--- config.mk ---
export PLATFORM = sky130hd
export DESIGN_NAME = spectral_bin_crusher_robotiser_top
export DESIGN_NICKNAME = d
export VERILOG_FILES = /design/src/sv/sbcr_pkg.sv /design/src/sv/spectral_bin_crusher_robotiser_top.sv /design/src/sv/sbcr_sermul.sv /design/src/sv/sbcr_cordic.sv
export SDC_FILE = /design/constraint.sdc
export NUM_CORES = 2
export LEC_CHECK = 0
export ABC_AREA = 0
export BUFFER_PORTS_ARGS = -buffer_cell sky130_fd_sc_hd__buf_2
export CORE_MARGIN = 2
export CORE_UTILIZATION = 60
export DETAILED_ROUTE_END_ITERATION = 6
export HOLD_SLACK_MARGIN = 0.02
export PLACE_DENSITY = 0.76
export SLEW_MARGIN = 20
export SYNTH_ARGS = -nofsm -noshare
export SYNTH_HDL_FRONTEND = slang
export SYNTH_HIERARCHICAL = 1
export SYNTH_SLANG_ARGS = --single-unit
export TNS_END_PERCENT = 5
--- constraint.sdc ---
create_clock -name clk_i -period 16.36 [get_ports clk_i]
set_clock_uncertainty 0.05 [all_clocks]
set_input_delay 3.272 -clock clk_i [delete_from_list [all_inputs] [get_ports clk_i]]
set_output_delay 3.272 -clock clk_i [all_outputs]
set_load 0.05 [all_outputs]
--- src/sv/sbcr_pkg.sv ---
// ----------------------------------------------------------------------------
// sbcr_pkg
// shared constants, types and the arctangent table of the bin crusher
// ----------------------------------------------------------------------------
package sbcr_pkg;

  localparam int SAMPLE_WIDTH_DEF = 24;
  localparam int CORDIC_STEPS_DEF = 16;
  localparam int GROUP_MAX_DEF    = 64;

  localparam int GUARD_BITS = 4;
  localparam int INV_GAIN_W = 24;
  localparam logic [INV_GAIN_W-1:0] INV_GAIN = 24'd10188014;
  localparam int GAIN_SH    = INV_GAIN_W + GUARD_BITS;

  // fine angle units, pi = 2^23
  localparam int ZW     = 26;
  localparam int PHW    = 17;
  localparam int ATAN_W = 22;
  localparam int STEP_W = 5;
  localparam logic signed [ZW-1:0] FINE_HALF_PI = 26'sd4194304;

  localparam int GROUP_SIZE_W = 7;
  localparam int ROBOT_W      = 9;
  localparam logic [ROBOT_W-1:0] ROBOT_FULL = 9'd256;
  localparam int CFG_ADDR_W   = 1;
  localparam int CFG_DATA_W   = 9;

  typedef enum logic [CFG_ADDR_W-1:0] {
    CFG_GROUP_SIZE   = 1'b0,
    CFG_ROBOT_AMOUNT = 1'b1
  } cfg_addr_e;

  typedef struct packed {
    logic start;
    logic vec;    // 1 = vectoring, 0 = rotation
  } cordic_ctl_t;

  function automatic logic [ATAN_W-1:0] atan_fine(input logic [STEP_W-1:0] idx);
    logic [ATAN_W-1:0] r;
    case (idx)
      5'd0:    r = 22'd2097152;
      5'd1:    r = 22'd1238021;
      5'd2:    r = 22'd654136;
      5'd3:    r = 22'd332050;
      5'd4:    r = 22'd166669;
      5'd5:    r = 22'd83416;
      5'd6:    r = 22'd41718;
      5'd7:    r = 22'd20860;
      5'd8:    r = 22'd10430;
      5'd9:    r = 22'd5215;
      5'd10:   r = 22'd2608;
      5'd11:   r = 22'd1304;
      5'd12:   r = 22'd652;
      5'd13:   r = 22'd326;
      5'd14:   r = 22'd163;
      5'd15:   r = 22'd81;
      5'd16:   r = 22'd41;
      5'd17:   r = 22'd20;
      5'd18:   r = 22'd10;
      5'd19:   r = 22'd5;
      5'd20:   r = 22'd3;
      5'd21:   r = 22'd1;
      5'd22:   r = 22'd1;
      default: r = 22'd0;
    endcase
    return r;
  endfunction

endpackage

--- src/sv/spectral_bin_crusher_robotiser_top.sv ---
// ----------------------------------------------------------------------------
// spectral_bin_crusher_robotiser_top
// bin magnitude hold and phase robotisation of complex fft bins
// ----------------------------------------------------------------------------
// One complex bin goes in on the s_axis channel per transfer, with tuser
// flagging bin zero of a frame, and one processed bin comes out on m_axis.
// Bins form groups of group_size; the first bin of a group holds its
// magnitude for the rest of the group. The phase is scaled by
// (256 - robot_amount) / 256 and the bin is rebuilt by cordic rotation.
// Registers are written on the cfg channel (index 0 group_size, index 1
// robot_amount), always ready. The user must write them only while no bin
// is in flight; the block itself does not enforce this.
// One bin at a time: a vectoring cordic pass, a bit-serial gain/phase
// multiply, a rotation pass and a second bit-serial gain multiply; the next
// bin is taken only once the result has moved into the output register.
// The output register decouples the sides: the next bin is accepted while a
// result waits; a stalled receiver holds m_axis stable and the block stops
// only when the next result is ready to be written.
// Reset clears grouping to position zero, the held magnitude to zero,
// group_size to 1 and robot_amount to 0.
// ----------------------------------------------------------------------------
module spectral_bin_crusher_robotiser_top
  import sbcr_pkg::*;
#(
  parameter int SAMPLE_WIDTH = SAMPLE_WIDTH_DEF,
  parameter int CORDIC_STEPS = CORDIC_STEPS_DEF,
  parameter int GROUP_MAX    = GROUP_MAX_DEF
) (
  input  logic                  clk_i,
  input  logic                  rst_ni,
  input  logic                  cfg_valid_i,
  output logic                  cfg_ready_o,
  input  logic [CFG_ADDR_W-1:0] cfg_addr_i,
  input  logic [CFG_DATA_W-1:0] cfg_data_i,
  input  logic                  s_axis_tvalid,
  output logic                  s_axis_tready,
  // bin_real, bin_imag, zero pad
  input  logic [((2*SAMPLE_WIDTH+7)/8)*8-1:0] s_axis_tdata,
  // frame_start
  input  logic                  s_axis_tuser,
  output logic                  m_axis_tvalid,
  input  logic                  m_axis_tready,
  // out_real, out_imag, zero pad
  output logic [((2*SAMPLE_WIDTH+7)/8)*8-1:0] m_axis_tdata
);

  localparam int SW   = SAMPLE_WIDTH;
  localparam int TW   = ((2*SAMPLE_WIDTH+7)/8)*8;
  localparam int XW   = SW + GUARD_BITS + 4;
  localparam int PW   = XW + INV_GAIN_W;
  localparam int RGW  = PW - GAIN_SH;
  localparam int MW   = SW + 1;
  localparam int POSW = (GROUP_MAX > 1) ? $clog2(GROUP_MAX) : 1;
  localparam int CW   = (POSW + 1 > GROUP_SIZE_W) ? POSW + 1 : GROUP_SIZE_W;

  localparam logic signed [ZW:0] PH_MAX = (ZW+1)'(32768);
  localparam logic signed [ZW:0] PH_MIN = -(ZW+1)'(32768);

  typedef enum logic [2:0] {
    ST_IDLE, ST_VEC, ST_VGAIN, ST_ROT, ST_RGAIN, ST_OUT
  } state_e;

  state_e                state_q;
  logic [GROUP_SIZE_W-1:0] group_size_q;
  logic [ROBOT_W-1:0]    robot_q;
  logic [POSW-1:0]       pos_q;
  logic [MW-1:0]         held_q, mag_q;
  logic signed [SW-1:0]  re_q, im_q, ore_q, oim_q;
  logic                  zero_q, own_q;
  logic signed [ZW-1:0]  t_q;
  cordic_ctl_t           cctl_q;
  logic                  mstart_q;
  logic                  m_valid_q;
  logic [TW-1:0]         m_data_q;

  // cordic and multiplier lanes
  logic signed [XW-1:0]  cx_in, cy_in, cx, cy;
  logic signed [ZW-1:0]  cz_in, cz;
  logic                  c_done;
  logic signed [XW-1:0]  ma_a, mb_a;
  logic [INV_GAIN_W-1:0] mb_b;
  logic signed [PW-1:0]  pa, pb, pa_r, pb_r;
  logic                  ma_done, mb_done;
  logic signed [PW-1:0]  pb_ph;

  logic signed [SW-1:0]  in_re, in_im;
  logic [CW-1:0]         g_eff, pos_inc;
  logic [POSW-1:0]       pos_base;
  logic [ROBOT_W-1:0]    factor;
  logic signed [ZW:0]    zr;
  logic signed [PHW-1:0] phase;
  logic signed [RGW-1:0] rga, rgb;
  logic [MW-1:0]         mag_sat, mag_sel;
  logic signed [PHW-1:0] newp;
  logic signed [SW-1:0]  sat_a, sat_b;
  logic                  accept;
  logic                  out_load;

  assign in_re  = s_axis_tdata[SW-1:0];
  assign in_im  = s_axis_tdata[2*SW-1:SW];
  assign accept = s_axis_tvalid && s_axis_tready;

  // result moves into the output register when it is free or being drained
  assign out_load = (state_q == ST_OUT) && (!m_valid_q || m_axis_tready);

  // group size clamp and grouping position
  always_comb begin
    g_eff = CW'(group_size_q);
    if (group_size_q == '0) begin
      g_eff = CW'(1);
    end else if (CW'(group_size_q) > CW'(GROUP_MAX)) begin
      g_eff = CW'(GROUP_MAX);
    end
    pos_base = s_axis_tuser ? '0 : pos_q;
    pos_inc  = CW'(pos_base) + 1'b1;
    factor   = (robot_q > ROBOT_FULL) ? '0 : ROBOT_FULL - robot_q;
  end

  // phase from the vectoring angle, rounded and clamped
  always_comb begin
    zr = ((ZW+1)'(cz) + (ZW+1)'(128)) >>> 8;
    if (zero_q) begin
      phase = '0;
    end else if (zr > PH_MAX) begin
      phase = PHW'(32768);
    end else if (zr < PH_MIN) begin
      phase = -PHW'(32768);
    end else begin
      phase = zr[PHW-1:0];
    end
  end

  // gain removal, rounding half up
  assign pa_r = pa + (PW'(1) <<< (GAIN_SH - 1));
  assign pb_r = pb + (PW'(1) <<< (GAIN_SH - 1));
  assign rga  = pa_r[PW-1:GAIN_SH];
  assign rgb  = pb_r[PW-1:GAIN_SH];

  always_comb begin
    if (rga[RGW-1]) begin
      mag_sat = '0;
    end else if (|rga[RGW-2:MW]) begin
      mag_sat = '1;
    end else begin
      mag_sat = rga[MW-1:0];
    end
    if (!own_q) begin
      mag_sel = held_q;
    end else if (zero_q) begin
      mag_sel = '0;
    end else begin
      mag_sel = mag_sat;
    end
  end

  // scaled phase from lane b, kept in the low bits of the product
  assign pb_ph = pb + PW'(128);
  assign newp  = pb_ph[PHW+7:8];

  function automatic logic signed [SW-1:0] sat_sw(input logic signed [RGW-1:0] v);
    logic signed [SW-1:0] r;
    if (!v[RGW-1] && (|v[RGW-2:SW-1])) begin
      r = {1'b0, {(SW-1){1'b1}}};
    end else if (v[RGW-1] && !(&v[RGW-2:SW-1])) begin
      r = {1'b1, {(SW-1){1'b0}}};
    end else begin
      r = v[SW-1:0];
    end
    return r;
  endfunction

  assign sat_a = sat_sw(rga);
  assign sat_b = sat_sw(rgb);

  // operand selection for the shared units
  always_comb begin
    if (state_q == ST_ROT) begin
      cx_in = XW'({mag_q, {GUARD_BITS{1'b0}}});
      cy_in = '0;
      cz_in = t_q;
    end else begin
      cx_in = XW'(re_q) <<< GUARD_BITS;
      cy_in = XW'(im_q) <<< GUARD_BITS;
      cz_in = '0;
    end
    ma_a = cx;
    if (state_q == ST_RGAIN) begin
      mb_a = cy;
      mb_b = INV_GAIN;
    end else begin
      mb_a = XW'(phase);
      mb_b = INV_GAIN_W'(factor);
    end
  end

  sbcr_cordic #(
    .XW    (XW),
    .STEPS (CORDIC_STEPS)
  ) u_cordic (
    .clk_i  (clk_i),
    .rst_ni (rst_ni),
    .ctl_i  (cctl_q),
    .x_i    (cx_in),
    .y_i    (cy_in),
    .z_i    (cz_in),
    .x_o    (cx),
    .y_o    (cy),
    .z_o    (cz),
    .done_o (c_done)
  );

  sbcr_sermul #(
    .AW (XW),
    .BW (INV_GAIN_W)
  ) u_mul_a (
    .clk_i   (clk_i),
    .rst_ni  (rst_ni),
    .start_i (mstart_q),
    .a_i     (ma_a),
    .b_i     (INV_GAIN),
    .done_o  (ma_done),
    .p_o     (pa)
  );

  sbcr_sermul #(
    .AW (XW),
    .BW (INV_GAIN_W)
  ) u_mul_b (
    .clk_i   (clk_i),
    .rst_ni  (rst_ni),
    .start_i (mstart_q),
    .a_i     (mb_a),
    .b_i     (mb_b),
    .done_o  (mb_done),
    .p_o     (pb)
  );

  always_ff @(posedge clk_i or negedge rst_ni) begin
    if (!rst_ni) begin
      state_q      <= ST_IDLE;
      group_size_q <= GROUP_SIZE_W'(1);
      robot_q      <= '0;
      pos_q        <= '0;
      held_q       <= '0;
      mag_q        <= '0;
      re_q         <= '0;
      im_q         <= '0;
      ore_q        <= '0;
      oim_q        <= '0;
      zero_q       <= 1'b0;
      own_q        <= 1'b0;
      t_q          <= '0;
      cctl_q       <= '0;
      mstart_q     <= 1'b0;
      m_valid_q    <= 1'b0;
      m_data_q     <= '0;
    end else begin
      cctl_q   <= '0;
      mstart_q <= 1'b0;
      if (out_load) begin
        m_valid_q <= 1'b1;
      end else if (m_valid_q && m_axis_tready) begin
        m_valid_q <= 1'b0;
      end

      if (cfg_valid_i) begin
        case (cfg_addr_i)
          CFG_GROUP_SIZE:   group_size_q <= cfg_data_i[GROUP_SIZE_W-1:0];
          CFG_ROBOT_AMOUNT: robot_q      <= cfg_data_i[ROBOT_W-1:0];
          default:          ;
        endcase
      end

      case (state_q)
        ST_IDLE: begin
          if (accept) begin
            re_q         <= in_re;
            im_q         <= in_im;
            zero_q       <= (in_re == '0) && (in_im == '0);
            own_q        <= (pos_base == '0);
            pos_q        <= (pos_inc >= g_eff) ? '0 : pos_inc[POSW-1:0];
            cctl_q.start <= 1'b1;
            cctl_q.vec   <= 1'b1;
            state_q      <= ST_VEC;
          end
        end
        ST_VEC: begin
          if (c_done) begin
            mstart_q <= 1'b1;
            state_q  <= ST_VGAIN;
          end
        end
        ST_VGAIN: begin
          if (ma_done) begin
            mag_q <= mag_sel;
            if (own_q) begin
              held_q <= mag_sel;
            end
            t_q          <= {{(ZW-PHW-8){newp[PHW-1]}}, newp, 8'b0};
            cctl_q.start <= 1'b1;
            cctl_q.vec   <= 1'b0;
            state_q      <= ST_ROT;
          end
        end
        ST_ROT: begin
          if (c_done) begin
            mstart_q <= 1'b1;
            state_q  <= ST_RGAIN;
          end
        end
        ST_RGAIN: begin
          if (ma_done && mb_done) begin
            ore_q   <= sat_a;
            oim_q   <= sat_b;
            state_q <= ST_OUT;
          end
        end
        ST_OUT: begin
          if (out_load) begin
            m_data_q <= TW'({oim_q, ore_q});
            state_q  <= ST_IDLE;
          end
        end
        default: state_q <= ST_IDLE;
      endcase
    end
  end

  assign cfg_ready_o   = 1'b1;
  assign s_axis_tready = (state_q == ST_IDLE);
  assign m_axis_tvalid = m_valid_q;
  assign m_axis_tdata  = m_data_q;

endmodule

--- src/sv/sbcr_sermul.sv ---
// ----------------------------------------------------------------------------
// sbcr_sermul
// bit-serial multiplier, signed multiplicand times unsigned multiplier,
// one multiplier bit per cycle, msb first
// ----------------------------------------------------------------------------
module sbcr_sermul #(
  parameter int AW = 32,
  parameter int BW = 24
) (
  input  logic                 clk_i,
  input  logic                 rst_ni,
  input  logic                 start_i,
  input  logic signed [AW-1:0] a_i,
  input  logic [BW-1:0]        b_i,
  output logic                 done_o,
  output logic signed [AW+BW-1:0] p_o
);

  localparam int CNTW = $clog2(BW + 1);

  logic                    busy_q;
  logic                    done_q;
  logic [CNTW-1:0]         cnt_q;
  logic signed [AW-1:0]    a_q;
  logic [BW-1:0]           b_q;
  logic signed [AW+BW-1:0] acc_q;
  logic signed [AW+BW-1:0] addend;

  assign addend = b_q[BW-1] ? (AW+BW)'(a_q) : '0;

  always_ff @(posedge clk_i or negedge rst_ni) begin
    if (!rst_ni) begin
      busy_q <= 1'b0;
      done_q <= 1'b0;
      cnt_q  <= '0;
    end else begin
      done_q <= 1'b0;
      if (start_i) begin
        busy_q <= 1'b1;
        cnt_q  <= '0;
      end else if (busy_q) begin
        cnt_q <= cnt_q + 1'b1;
        if (cnt_q == CNTW'(BW - 1)) begin
          busy_q <= 1'b0;
          done_q <= 1'b1;
        end
      end
    end
  end

  always_ff @(posedge clk_i) begin
    if (start_i) begin
      a_q   <= a_i;
      b_q   <= b_i;
      acc_q <= '0;
    end else if (busy_q) begin
      acc_q <= (acc_q <<< 1) + addend;
      b_q   <= b_q << 1;
    end
  end

  assign done_o = done_q;
  assign p_o    = acc_q;

endmodule

--- src/sv/sbcr_cordic.sv ---
// ----------------------------------------------------------------------------
// sbcr_cordic
// iterative cordic, one micro-rotation per cycle, vectoring or rotation
// ----------------------------------------------------------------------------
module sbcr_cordic
  import sbcr_pkg::*;
#(
  parameter int XW    = 32,
  parameter int STEPS = 16
) (
  input  logic                 clk_i,
  input  logic                 rst_ni,
  input  cordic_ctl_t          ctl_i,
  input  logic signed [XW-1:0] x_i,
  input  logic signed [XW-1:0] y_i,
  input  logic signed [ZW-1:0] z_i,
  output logic signed [XW-1:0] x_o,
  output logic signed [XW-1:0] y_o,
  output logic signed [ZW-1:0] z_o,
  output logic                 done_o
);

  logic                 busy_q;
  logic                 done_q;
  logic                 vec_q;
  logic [STEP_W-1:0]    cnt_q;
  logic signed [XW-1:0] x_q, y_q, x_d, y_d, x0, y0, xs, ys;
  logic signed [ZW-1:0] z_q, z_d, z0, at;
  logic                 ccw;

  // quarter-turn preload into the right half plane
  always_comb begin
    x0 = x_i;
    y0 = y_i;
    z0 = z_i;
    if (ctl_i.vec) begin
      z0 = '0;
      if (x_i < 0) begin
        if (y_i >= 0) begin
          x0 = y_i;
          y0 = -x_i;
          z0 = FINE_HALF_PI;
        end else begin
          x0 = -y_i;
          y0 = x_i;
          z0 = -FINE_HALF_PI;
        end
      end
    end else begin
      if (z_i > FINE_HALF_PI) begin
        x0 = '0;
        y0 = x_i;
        z0 = z_i - FINE_HALF_PI;
      end else if (z_i < -FINE_HALF_PI) begin
        x0 = '0;
        y0 = -x_i;
        z0 = z_i + FINE_HALF_PI;
      end
    end
  end

  always_comb begin
    xs  = x_q >>> cnt_q;
    ys  = y_q >>> cnt_q;
    at  = {{(ZW-ATAN_W){1'b0}}, atan_fine(cnt_q)};
    ccw = vec_q ? y_q[XW-1] : !z_q[ZW-1];
    if (ccw) begin
      x_d = x_q - ys;
      y_d = y_q + xs;
      z_d = z_q - at;
    end else begin
      x_d = x_q + ys;
      y_d = y_q - xs;
      z_d = z_q + at;
    end
  end

  always_ff @(posedge clk_i or negedge rst_ni) begin
    if (!rst_ni) begin
      busy_q <= 1'b0;
      done_q <= 1'b0;
      cnt_q  <= '0;
      vec_q  <= 1'b0;
    end else begin
      done_q <= 1'b0;
      if (ctl_i.start) begin
        busy_q <= 1'b1;
        cnt_q  <= '0;
        vec_q  <= ctl_i.vec;
      end else if (busy_q) begin
        cnt_q <= cnt_q + 1'b1;
        if (cnt_q == STEP_W'(STEPS - 1)) begin
          busy_q <= 1'b0;
          done_q <= 1'b1;
        end
      end
    end
  end

  always_ff @(posedge clk_i) begin
    if (ctl_i.start) begin
      x_q <= x0;
      y_q <= y0;
      z_q <= z0;
    end else if (busy_q) begin
      x_q <= x_d;
      y_q <= y_d;
      z_q <= z_d;
    end
  end

  assign x_o    = x_q;
  assign y_o    = y_q;
  assign z_o    = z_q;
  assign done_o = done_q;

endmodule

==> impl_results.md <==
* CTS clk-pin slew, worst paths at 0.06 ns
* Placer Congestion at 1.03
* Number of hold buffers added after cts at 0
* Arrival time at the worst endpoint at 8.12 ns
* Most common library cell in the layout ignoring fill and taps: sky130_fd_sc_hd__nand2_1
* Highest-count cells in the layout ignoring fill and taps: 656 x sky130_fd_sc_hd__nand2_1, 496 x sky130_fd_sc_hd__nor2_1, 389 x sky130_fd_sc_hd__o21ai_0
* Max-cap check violation count at 0
* Mapped Avg Cell Area at 8.49 µm²
* Post-CTS sizing at 0
* Critical path capture point: u_cordic/y_o[30]
* Cell depth of the worst min-delay path at 2
* Critical Path Start: u_cordic/cnt_q[1]
* Setup Buffers After CTS at 0
* Share of layout cells above drive strength 1 at 0.108
* Largest fanout of any net on the critical path at 68
* Area of the mapped netlist at 47300 µm²
* Tightest Pin Transition at 1.18 ns
* Wirelength, routed at 154 mm
* Std-Cell Rows at 102
* Routed wire per std cell at 23.4 µm
* Fmax at 0.128 GHz
* Drt drc at 55
* Count of vias placed by the detailed router at 44200
* Worst R2R End: u_cordic/y_o[30]
* Starting density of the core at 0.608
* Clock latency reported for the late side of the worst-skew pair at 0.64 ns
* Routed Antenna Nets at 0
* Dominant synthesized flop cell: sky130_fd_sc_hd__dfrtp_1
* Growth of design area from synthesis to finish at 6.96%
* Global route total overflow at 0
* Final number of max-transition violations at 0
* Post-layout nets at 5757
* CP required at 16.65 ns
* Reg2reg path depth at 23
* Pin count of the biggest net entering global routing at 159
* Synthesis warning total at 6
* Clock period minus final worst setup slack at 7.84 ns
* Status: finished, violations left
* Part of the cycle the worst path needs at 0.479
* CP most frequent cell: sky130_fd_sc_hd__a21oi_1
* Share of async-settable or async-resettable flops after synthesis at 0.457
* Endpoint kind of the worst setup timing path: flop
* Failing checks: DRC
* Path category of the worst min-delay check: flop to flop
* Fraction of the yosys area taken by sequential cells at 0.315
* Source of the worst register-to-register timing path: u_cordic/cnt_q[1]
* Number of buffers added on ports at 113
* Wire length of the first global-routing pass at 237 mm
* Horizontal die dimension at 285 µm
* Detailed-routing iteration count for the pre-antenna-repair pass at 7
* Via density per instance at 6.69
* Reg-to-reg slack, setup at 8.52 ns
* Setup Crit Path Kind: flop to flop
* Area of the placeable core at 77700 µm²
* CP max stage delay at 0.83 ns
* Endpoints failing hold at 0
* Die Outline Area at 81100 µm²
* Total GRT Usage at 0.369
* Clock net sink count at 578
* Setup tns final at 0 ns
* EDFF count, synth at 202
* Number of antenna violations at the first check in global routing at 6
* Count of cell types in the netlist at 117
* Detailed-placement wirelength estimate at 112 mm
* CTS buffer count at 68
* Unrepaired setup endpoints after global routing: no
* Max_slew headroom at 0.210
* Endpoints failing setup at 0
* Drt first-iter violations at 5813
* Register bit total from synthesis at 578
* Die Y-Extent at 285 µm
* Type of element launching the critical path: flop
* Cells along the critical path: buf_4 > mux4_2 > mux2i_1 > o22ai_1 > nand3b_1 > inv_1 > ha_1 > nand4_1 > or3_1 > nor2_1 > a21oi_1 > xnor2_1 > ha_1 > and4_1 > nand2_1 > o211ai_1 > o41ai_1 > a21oi_1 > o21ai_0 > o2111ai_1 > a21oi_1 > xor2_1 > o21ai_0
* Mapped Cells at 5566
* Clock Path Buffers at 3
* Cell with the largest stage delay on the worst path: sky130_fd_sc_hd__buf_4
* TritonCTS clock tree: yes
* Clock Root Buffer: sky130_fd_sc_hd__clkbuf_16
* Number of top-level pins at 115
* Vias in the first global route at 40800
* H-tree levels at 3
-- synthesized netlist by cell type (19+ instances only) --
| cell type | count | share of area |
|---|---|---|
| sky130_fd_sc_hd__nand2_1 | 658 | 0.052 |
| sky130_fd_sc_hd__nor2_1 | 499 | 0.040 |
| sky130_fd_sc_hd__o21ai_0 | 389 | 0.041 |
| sky130_fd_sc_hd__a21oi_1 | 337 | 0.036 |
| sky130_fd_sc_hd__clkbuf_1 | 273 | 0.022 |
| sky130_fd_sc_hd__dfrtp_1 | 263 | 0.14 |
| sky130_fd_sc_hd__xnor2_1 | 208 | 0.039 |
| sky130_fd_sc_hd__edfxtp_1 | 202 | 0.13 |
| sky130_fd_sc_hd__xor2_1 | 196 | 0.036 |
| sky130_fd_sc_hd__ha_1 | 187 | 0.049 |
| sky130_fd_sc_hd__mux2_2 | 147 | 0.035 |
| sky130_fd_sc_hd__nand3_1 | 146 | 0.015 |
| sky130_fd_sc_hd__and2_1 | 129 | 0.017 |
| sky130_fd_sc_hd__mux2i_1 | 125 | 0.026 |
| sky130_fd_sc_hd__dfxtp_1 | 112 | 0.047 |
| sky130_fd_sc_hd__inv_1 | 102 | 0.0081 |
| sky130_fd_sc_hd__nor3_1 | 98 | 0.010 |
| sky130_fd_sc_hd__o22ai_1 | 85 | 0.011 |
| sky130_fd_sc_hd__a21o_1 | 84 | 0.013 |
| sky130_fd_sc_hd__nand4_1 | 80 | 0.011 |
| sky130_fd_sc_hd__a31oi_1 | 75 | 0.0099 |
| sky130_fd_sc_hd__and3_1 | 74 | 0.0098 |
| sky130_fd_sc_hd__nand2b_1 | 73 | 0.0097 |
| sky130_fd_sc_hd__a211oi_1 | 70 | 0.011 |
| sky130_fd_sc_hd__nor4_1 | 61 | 0.0081 |
| sky130_fd_sc_hd__mux4_2 | 59 | 0.028 |
| sky130_fd_sc_hd__o211ai_1 | 54 | 0.0086 |
| sky130_fd_sc_hd__or3_1 | 50 | 0.0066 |
| sky130_fd_sc_hd__o21a_1 | 49 | 0.0078 |
| sky130_fd_sc_hd__buf_2 | 47 | 0.0050 |
| sky130_fd_sc_hd__buf_1 | 34 | 0.0027 |
| sky130_fd_sc_hd__nor2b_1 | 30 | 0.0040 |
| sky130_fd_sc_hd__and4_1 | 28 | 0.0052 |
| sky130_fd_sc_hd__a22oi_1 | 27 | 0.0043 |
| sky130_fd_sc_hd__o21bai_1 | 26 | 0.0041 |
| sky130_fd_sc_hd__a21boi_0 | 21 | 0.0033 |
| sky130_fd_sc_hd__a221oi_1 | 21 | 0.0039 |
| sky130_fd_sc_hd__o31ai_1 | 21 | 0.0033 |
| sky130_fd_sc_hd__or2_2 | 21 | 0.0028 |
| sky130_fd_sc_hd__a22o_1 | 20 | 0.0037 |
| sky130_fd_sc_hd__a211o_1 | 19 | 0.0035 |
| sky130_fd_sc_hd__o221ai_1 | 19 | 0.0035 |
-- per-layer routing --
layer	track usage	share of wire	up-vias
met2	0.563	0.44	2311
met4	0.168	0.049	4
met5	0	0.00019	-
met3	0.0773	0.10	486
met1	0.504	0.41	21100
li1	-	-	20300
-- state kept, by name, indices dropped and copies added, names as in the netlist, 24 cells and up --
register,flops
u_mul_a/p_o,56
u_mul_b/p_o,56
m_axis_tdata,48
u_cordic/x_o,32
u_cordic/y_o,32
u_mul_a/a_q,32
u_mul_b/a_q,32
u_cordic/z_o,26
held_q,25
mag_q,25
im_q,24
oim_q,24
ore_q,24
re_q,24
u_mul_a/b_q,24
u_mul_b/b_q,24
-- worst min-delay path by stage --
stage | start | to
6_report | im_q[16] | im_q[16]
5_1_grt | im_q[14] | im_q[14]
4_1_cts | im_q[16] | im_q[16]
3_5_place_dp | im_q[16] | im_q[16]
3_3_place_gp | im_q[14] | im_q[14]
2_1_floorplan | u_mul_a/p_o[22] | u_mul_a/p_o[22]
-- cell type report --
class                           count  area [µm²]
Multi-Input combinational cell   4571       30500
Fill cell                        6597       27100
Sequential cell                   578       14900
Clock buffer                       94        1960
Tap cell                         1040        1300
Timing Repair Buffer              176        1070
Inverter                          106         399
Clock inverter                     32         357
Antenna cell                        3        7.51
-- stage by stage --
stage | util | area, µm² | hold slack [ns] | setup WS (ns) | std cells
after floorplan | - | 47600 | 0.382 | 10.14 | 5646
after global placement | 0.620 | 48200 | 0.403 | 8.87 | 6470
after detailed placement | 0.621 | 48200 | 0.404 | 8.82 | 6470
after CTS | 0.650 | 50500 | 0.420 | 8.77 | 6596
after global routing | 0.651 | 50600 | 0.435 | 8.02 | 6597
final | 0.651 | 50600 | 0.414 | 8.52 | 6600
-- worst max-delay path, delay by kind of cell (launching register included) --
kind | cells | cell delay (ns)
DFF | 1 | 0.78
buffers and inverters | 2 | 0.93
xor gates and xnor gates | 2 | 0.36
muxes | 2 | 1.11
and+or+nand+nor | 6 | 1.39
AOI/OAI and AO/OA | 9 | 2.29
adders and majority gates | 2 | 0.57
-- kinds of logic after synthesis --
logic type	after synthesis	share of synthesized area
flip-flops	578	0.315
adder cells (fa/ha/maj)	192	0.0516
AND/OR/NAND/NOR	2019	0.205
other	2	0.000159
XOR/XNOR	404	0.0748
AO/OA/AOI/OAI	1533	0.211
multiplexers	341	0.0949
buffers and inverters	497	0.0467
Power is not shown: default switching activity piles up to over one toggle a cycle in this logic, so the estimate is an artifact.
